$ cat config.mk
export PLATFORM = sky130hd
export DESIGN_NAME = mmp_front
export DESIGN_NICKNAME = d
export VERILOG_FILES = /design/src/rtl/mmp_pkg.sv /design/src/rtl/mmp_front.sv
export SDC_FILE = /design/constraint.sdc
export NUM_CORES = 1
export LEC_CHECK = 0
export ABC_AREA = 1
export BUFFER_PORTS_ARGS = -buffer_cell sky130_fd_sc_hd__buf_2
export CAP_MARGIN = 15
export CORE_MARGIN = 2
export CORE_UTILIZATION = 52
export DETAILED_ROUTE_END_ITERATION = 12
export PLACE_DENSITY = 0.73
export SYNTH_ARGS = -nofsm -noshare
export SYNTH_HDL_FRONTEND = slang
export SYNTH_SLANG_ARGS = --single-unit
$ cat constraint.sdc
create_clock -name clk_i -period 4.4 [get_ports clk_i]
set_input_delay 0.88 -clock clk_i [delete_from_list [all_inputs] [get_ports clk_i]]
set_output_delay 0.88 -clock clk_i [all_outputs]
set_load 0.02 [all_outputs]
$ cat src/rtl/mmp_pkg.sv
// Shared types and constants of the masked mean pooling block.
`timescale 1ns / 1ps
package mmp_pkg;
  localparam int unsigned EmbedWidthDef = 384;
  localparam int unsigned MaxTokensDef  = 128;
  localparam int unsigned SumW   = 40;

  typedef enum logic [0:0] {
    REQ_PUSH = 1'b0,
    REQ_READ = 1'b1
  } req_e;

  typedef enum logic [0:0] {
    KIND_NOTICE = 1'b0,
    KIND_DATA   = 1'b1
  } kind_e;

  typedef struct packed {
    logic        is_read;
    logic [31:0] value;
    logic        tok;
    logic        last;
    logic [8:0]  index;
  } req_t;
endpackage

$ cat src/rtl/mmp_front.sv
// Request queue between the input channel and the pooling engine.
`timescale 1ns / 1ps
module mmp_front (
  input  logic          clk_i,
  input  logic          rst_ni,
  input  logic          in_valid_i,
  output logic          in_stall_o,
  input  mmp_pkg::req_t in_req_i,
  output logic          q_valid_o,
  input  logic          q_pop_i,
  output mmp_pkg::req_t q_req_o
);
  import mmp_pkg::*;
  req_t       buf_q [4];
  logic [1:0] wp_q, rp_q;
  logic [2:0] cnt_q;
  logic       push, pop;

  assign in_stall_o = (cnt_q == 3'd4);
  assign push = in_valid_i && !in_stall_o;
  assign pop  = q_pop_i && q_valid_o;
  assign q_valid_o = (cnt_q != 3'd0);
  assign q_req_o = buf_q[rp_q];

  always_ff @(posedge clk_i) begin
    if (push) buf_q[wp_q] <= in_req_i;
  end

  always_ff @(posedge clk_i or negedge rst_ni) begin
    if (!rst_ni) begin
      wp_q <= '0; rp_q <= '0; cnt_q <= '0;
    end else begin
      if (push) wp_q <= wp_q + 2'd1;
      if (pop) rp_q <= rp_q + 2'd1;
      cnt_q <= cnt_q + {2'b0, push} - {2'b0, pop};
    end
  end
endmodule

Word level (Yosys, flattened, before mapping)
Memories as Yosys holds them, arrays and structs flattened.
Cells that the tools add are included.
{"block": "classes", "muxes": 2, "n_eq_ne": 1, "add_sub_neg": 4, "reduce_logical": 4}
{"operator": "$add 2x1->2 const B", "n": 2}
{"operator": "$add 3x1->3", "n": 1}
{"operator": "$eq 3x3->1 const B", "n": 1}
{"operator": "$reduce_bool 3->1", "n": 1}
{"operator": "$sub 3x1->3", "n": 1}
{"operator": "$logic_and 1x1->1", "n": 2}
{"operator": "$mux 1", "n": 2}
{"operator": "$logic_not 1->1", "n": 1}
{"block": "totals", "in_bits": 48, "ram_bits": 176, "output_inout_bits": 46, "memories": 1, "ff_bits": 7}
{"name": "buf_q", "words": 4, "word_bits": 44, "rd": 1, "rd_clocked_by_memory_dff": 0, "write_ports": 1, "line_no": "mmp_front.sv:14", "text": "req_t buf_q [4];"}

Depth between registers and ports, before layout
Gate-level depths: netlist of run 1.
{"block": "depth", "ltp_word": 5, "mapped_depth": 12}

Worst setup path before layout of run 1
Ideal clock, no wire load.
{"block": "synth_path", "path_kind": "input -> register", "start": "input in_valid_i", "end": "memory buf_q[0][0] (netlist bit), enable pin", "setup_ns": 0.446, "path_stages": 2, "slack_ns": 1.074, "arrival_ns": 2.880, "required_time_ns": 3.954, "path_cell_list": "nand2_1 -> nor2_1"}
{"block": "synth_between", "elab_chain_len": 3}
{"item": "start: declaration", "line_no": "mmp_front.sv:6", "text": "input logic in_valid_i,"}
{"item": "$logic_and 1x1->1", "line_no": "mmp_front.sv:20", "text": "assign push = in_valid_i && !in_stall_o;"}
{"item": "$mux 1", "line_no": "mmp_front.sv:26", "text": "if (push) buf_q[wp_q] <= in_req_i;"}
{"item": "$mux 1 (not written as such)", "line_no": "mmp_front.sv:26"}
{"item": "end: declaration", "line_no": "mmp_front.sv:14"}
Every way passes these cells.

==> metrics.md, run 1 <==
| Metric | Value |
|---|---|
| Peak Freq | 285.5 MHz |
| Sequential standard cell area | 5464 µm² |
| RSZ-0062 raised after global routing | no |
| Max IR drop VDD | 0.3793 mV |
| Detail Placement HPWL | 8213 µm |
| Worst Setup End Kind | output port |
| Avg Inst Size Synth | 11.94 µm² |
| Final instance area | 8549 µm² |
| Total area of multi-input combinational cells | 1506 µm² |
| Remaining antenna violation count | 0 |
| Area of the mapped netlist | 7353 µm² |
| Number of standard cells after synthesis | 616 |
| Starting density of the core | 0.5318 |
| Number of hold buffers added after CTS | 0 |
| Layout fillers | 1058 |
| Max-cap violations | 0 |
| Startpoint class of the critical path | flip-flop |
| Count of final setup violators | 0 |
| All-layer global routing usage | 0.2007 |
| Post-DR vias/cell | 5.092 |
| Final critical-path required period | 3.503 ns |
| Clock skew after layout | 0.005603 ns |
| Post-synth cell types | 15 |
| Nets@finish | 763 |
| Worst slack after detailed placement | 1.343 ns |
| Area of the die | 15110 µm² |
| Leakage power of the design | 3.498 nW |
| Number of storage elements in the synthesis netlist | 183 |
| Pins Over Slew Limit | 0 |
| Global-route wire length before repair | 22230 µm |
| Required time worst endpoint | 3.52 ns |
| Floorplan die height | 122.9 µm |
| Clock H-tree levels | 4 |
| Total Neg Setup Slack | 0 ns |
| Post-synthesis net count | 671 |
| Fraction of final layout cells sized beyond drive strength 1 | 0.1942 |
| TritonCTS sink count | 183 |
| Final Worst Setup Slack | 0.8972 ns |
| Max-slew headroom | 0.4194 |
| Core outline area | 13830 µm² |
| # port buffers | 93 |
| Worst-case hold slack | 0.2825 ns |
| Ratio of final minimum period to clock period | 0.7961 |
| Total I/O pin count | 94 |
| Routed vias | 4588 |
| Vias in the first global route | 4554 |
| N_diodes | 0 |
| Number of cells upsized or downsized after cts | 0 |
| Total number of placement rows | 43 |
| Cells along the critical path | inv_2, o21ai_0, nand2_1, buf_2 |
| Clock latency on the worst-skew pair | 0.42 ns |
| Arrival time at the worst endpoint | 2.62 ns |
| Count of final hold-check violations | 0 |
| Delay of the slowest critical-path stage | 0.97 ns |
| GPL Wtd Cong | 0.7290 |
| Routed wire per std cell | 15.70 µm |
| Outcome | complete, no violations |
| Class of the tightest hold or removal check | input port to async pin |
| Placed instance area | 7950 µm² |
| Post-CTS repair timing setup buffer count | 0 |
| DRT Wirelength | 14140 µm |
| Total number of yosys warnings | 0 |
| Actual transition at the worst max-transition pin | 0.8696 ns |
| TritonCTS Buffers | 17 |
| Leftover overflow at the end of global routing | 0 |
| Clock Root Buffer | sky130_fd_sc_hd__clkbuf_16 |
| CTS tree | built |
| Layout-stage area growth over the synthesis result | 16.27% |
| Initial antenna violation count | 2 |
| Pin count of the biggest net entering global routing | 85 |
| Count of unresolved DRC violations after routing | 0 |
| Count of TritonRoute iterations in the first routing pass | 4 |
| Initial detailed-routing violation count | 317 |
| Cell at the slowest stage of the critical path | sky130_fd_sc_hd__dfrtp_4 |
| Critical path class | flip-flop to output port |
| Post-synthesis sequential area ratio | 0.7426 |
| Pwr dens | 714.9 nW/µm² |
| Buffer depth of the longest clock path | 2 |
| Critical-path maximum fanout | 84 |
| Post-CTS clock slew at the launch and capture registers of the worst setup and hold paths | 0.07 ns |
| Die width | 122.9 µm |
==> cells in the mapped netlist, drive strengths merged <==
library cell,n,area (µm²)
nor2,93,349.1
clkbuf,9,33.78
nand3,5,25.02
dfrtp,7,175.2
nand2,151,566.8
o21ai,88,440.4
inv,61,229.0
fa,1,20.02
buf,19,153.9
ha,6,75.07
edfxtp,176,5285
==> flip-flops by register name (all words and copies together), names as in the netlist <==
register,cells
cnt_q,3
rp_q,2
wp_q,2
buf_q,176
==> power breakdown <==
part	switching, mW	internal, mW
Clock	0.630	0.896
Sequential	0.198	2.30
Combinational	1.47	0.617
==> metal layers <==
layer	track usage	part of all wire
met1	0.2236	0.38
met2	0.3574	0.54
met5	0	0.0022
met4	0.09339	0.016
met3	0.05397	0.056
==> stage by stage <==
step           utilization  total power, mW  std cells
6_report            0.6183            6.112        901
5_1_grt             0.6183            6.515        901
4_1_cts             0.6183            6.184        901
3_5_place_dp        0.5750            4.644        869
3_3_place_gp        0.5750            4.563        869
2_1_floorplan            -            4.007        616
==> path summary, 6_finish.rpt <==
path | start | to | slack, ns | cells past startpoint
max | rp_q[0]$_DFFE_PN0P_ | q_req_o[11] | 0.90 | 4
min | rst_ni | cnt_q[2]$_DFF_PN0_ | 0.28 | 1
max reg2reg | cnt_q[1]$_DFF_PN0_ | buf_q[3][37]$_DFFE_PP_ | 2.06 | 5
min reg2reg | rp_q[1]$_DFFE_PN0P_ | rp_q[1]$_DFFE_PN0P_ | 0.51 | 2
max in group asynchronous | rst_ni | rp_q[0]$_DFFE_PN0P_ | 3.94 | 1
min in group clk_i | rp_q[1]$_DFFE_PN0P_ | rp_q[1]$_DFFE_PN0P_ | 0.51 | 2
==> layout by cell type (no fill, tap or decap), drive strengths merged <==
cell type,instances
edfxtp,176
clkinvlp,2
clkinv,6
nand3,5
ha,6
fa,1
bufinv,3
nand2,151
buf,101
inv,65
nor2,93
o21ai,88
clkbuf,17
dfrtp,7
==> critical path, delay by kind of cell, from the launching register on <==
kind | cells | cell delay [ns]
simple gates | 1 | 0.08
flops | 1 | 0.97
compound gates | 1 | 0.34
buf+inv | 2 | 0.77
==> cell families after synthesis <==
group | Yosys count | share of synthesized area
compound gates | 88 | 0.05989
fa+ha+maj | 7 | 0.01293
simple gates | 249 | 0.1280
buf+inv | 89 | 0.05666
flops | 183 | 0.7426
==> final cells by class <==
cell class,count,share of cell area
sequential,183,0.6391
multi-input combinational,344,0.1762
timing repair buffer,101,0.06147
clock buffer,17,0.04976
inverter,61,0.02678
tap,180,0.02634
clock inverter,15,0.02034
(Power assumes the default switching activity.)
==> run 2, diff against run 1 <==
--- a/config.mk
+++ b/config.mk
@@ -11,7 +11,7 @@
 export CORE_MARGIN = 2
 export CORE_UTILIZATION = 52
 export DETAILED_ROUTE_END_ITERATION = 12
-export PLACE_DENSITY = 0.73
+export PLACE_DENSITY = 0.76
 export SYNTH_ARGS = -nofsm -noshare
 export SYNTH_HDL_FRONTEND = slang
 export SYNTH_SLANG_ARGS = --single-unit
==> constraint.sdc (replaced) <==
create_clock -name clk_i -period 3.1 [get_ports clk_i]
set_input_delay 0.62 -clock clk_i [delete_from_list [all_inputs] [get_ports clk_i]]
set_output_delay 0.62 -clock clk_i [all_outputs]
set_load 0.02 [all_outputs]
==> metrics.md, run 2 (synthesis gave the netlist of run 1 again) <==
| Metric | Value |
|---|---|
| Register with the most flip-flops | buf_q |
| Core outline area | 13830 µm² |
| Part of the power in combinational logic | 0.346 |
| Routed wire per std cell | 15.64 µm |
| Max-slew headroom | 0.4627 |
| Post-CTS repair timing setup buffer count | 0 |
| Critical path class | flip-flop to output port |
| Ratio of final minimum period to clock period | 0.9364 |
| Remaining antenna violation count | 0 |
| Number of hold buffers added after CTS | 0 |
| Total Neg Setup Slack | 0 ns |
| GPL Wtd Cong | 0.7291 |
| Max-cap violations | 0 |
| Share of power burned in the clock network | 0.267 |
| Peak Freq | 344.5 MHz |
| Largest regs | buf_q x176, cnt_q x3 |
| Initial antenna violation count | 1 |
| Post-DR vias/cell | 5.105 |
| TritonCTS Buffers | 17 |
| Count of unresolved DRC violations after routing | 0 |
| Count of final setup violators | 0 |
| Number of cells upsized or downsized after cts | 0 |
| Global-route wire length before repair | 22090 µm |
| Floorplan die height | 122.9 µm |
| Critical-path maximum fanout | 45 |
| Worst Setup End Kind | output port |
| Max IR drop VDD | 0.6383 mV |
| RSZ-0062 raised after global routing | no |
| Arrival time at the worst endpoint | 2.28 ns |
| Post-CTS clock slew at the launch and capture registers of the worst setup and hold paths | 0.06 ns |
| Count of final hold-check violations | 0 |
| Leakage power of the design | 3.531 nW |
| Outcome | complete, no violations |
| Pin count of the biggest net entering global routing | 64 |
| Psw | 3.237 mW |
| Leftover overflow at the end of global routing | 0 |
| Pwr dens | 1031 nW/µm² |
| # port buffers | 93 |
| Actual transition at the worst max-transition pin | 0.8048 ns |
| Final critical-path required period | 2.903 ns |
| Buffer depth of the longest clock path | 2 |
| TritonCTS sink count | 183 |
| Top library cells by usage in the layout, fill and taps aside | sky130_fd_sc_hd__edfxtp_1, sky130_fd_sc_hd__nand2_1, sky130_fd_sc_hd__buf_2 |
| Switching share of total power | 0.3638 |
| CTS tree | built |
| Required time worst endpoint | 2.48 ns |
| Area of the die | 15110 µm² |
| Flip-flop count of the largest register, all copies and words added | 176 |
| DRT Wirelength | 14130 µm |
| Class of the tightest hold or removal check | input port to async pin |
| Placed instance area | 7970 µm² |
| Total area of multi-input combinational cells | 1506 µm² |
| Number of placed instances with taps included | 870 |
| Die width | 122.9 µm |
| Clock H-tree levels | 4 |
| Vias in the first global route | 4549 |
| Sequential standard cell area | 5464 µm² |
| Starting density of the core | 0.5318 |
| Count of TritonRoute iterations in the first routing pass | 5 |
| Clock Root Buffer | sky130_fd_sc_hd__clkbuf_16 |
| Relative contribution of sequential cells to total power | 0.387 |
| Fraction of final layout cells sized beyond drive strength 1 | 0.1911 |
| Initial detailed-routing violation count | 294 |
| Layout fillers | 1066 |
| Final instance area | 8630 µm² |
| Startpoint class of the critical path | flip-flop |
| Most common library cell in the layout ignoring fill and taps | sky130_fd_sc_hd__edfxtp_1 |
| Post-route non-filler standard cell count | 903 |
| Routed vias | 4610 |
| Clock latency on the worst-skew pair | 0.43 ns |
| Total I/O pin count | 94 |
| Total number of placement rows | 43 |
| Detail Placement HPWL | 8324 µm |
| Layout-stage area growth over the synthesis result | 17.36% |
| Pins Over Slew Limit | 0 |
| All-layer global routing usage | 0.2005 |
| Nets@finish | 764 |
| Internal power | 5.661 mW |
| Total power | 8.898 mW |
| Source of the critical timing path | rp_q[0]$_DFFE_PN0P_ |
| Reg2reg path depth | 10 |
| RR Startpoint | cnt_q[1]$_DFF_PN0_ |
| Clock skew after layout | 0.005465 ns |
## run 2: cell types whose count changed in the layout (fill, tap and decap cells not counted), sizes merged
cell	before	now
clkinvlp	2	1
buf	101	102
bufinv	3	6
diode	0	1
inv	65	62
clkinv	6	7
## run 2: routing by layer
layer  global-route usage  part of all wire  vias up
li1                     -                 -     2244
met1               0.2383              0.40     2216
met2               0.3508              0.53      132
met3              0.04705             0.054       18
met4              0.08333             0.017        0
met5                    0                 0        -
## run 2: worst max-delay path: stages, from the launching register on
cell and delay [ns]:
sky130_fd_sc_hd__dfrtp_4 0.61, sky130_fd_sc_hd__inv_2 0.64, sky130_fd_sc_hd__o21ai_0 0.27, sky130_fd_sc_hd__nand2_1 0.14, sky130_fd_sc_hd__buf_2 0.17
## run 2: power by group through the flow
stage	sequential (mW)	clock [mW]	combinational [mW]
5_1_grt	3.49	2.49	3.46
3_5_place_dp	3.50	0	3.12
3_3_place_gp	3.47	0	3.02
6_report	3.45	2.38	3.07
4_1_cts	3.45	2.40	3.13
2_1_floorplan	3.43	0	2.26
## run 2: stage by stage
stage          hold WS, ns  utilization  worst slack (ns)
2_1_floorplan       0.3244            -           0.03444
3_3_place_gp        0.4585       0.5764            0.6824
3_5_place_dp        0.4628       0.5764            0.6402
4_1_cts           0.005095       0.6239            0.1664
5_1_grt            0.01497       0.6239          0.001935
6_report           0.01629       0.6241            0.1971
## run 2: layout make-up
class / count / share of cell area
sequential: 183 / 0.6332
tap: 180 / 0.02610
antenna: 1 / 0.0002900
inverter: 61 / 0.02653
timing repair buffer: 102 / 0.06322
clock buffer: 17 / 0.04930
clock inverter: 15 / 0.02682
multi-input combinational: 344 / 0.1746
## run 2: path summary, 6_finish.rpt
path / end / slack (ns)
min reg2reg: rp_q[1]$_DFFE_PN0P_ / 0.52
max reg2reg: cnt_q[2]$_DFF_PN0_ / 0.81
min: wp_q[1]$_DFFE_PN0P_ / 0.02
min in group clk_i: buf_q[0][28]$_DFFE_PP_ / 0.41
max: q_req_o[41] / 0.20
max in group asynchronous: rp_q[0]$_DFFE_PN0P_ / 2.90
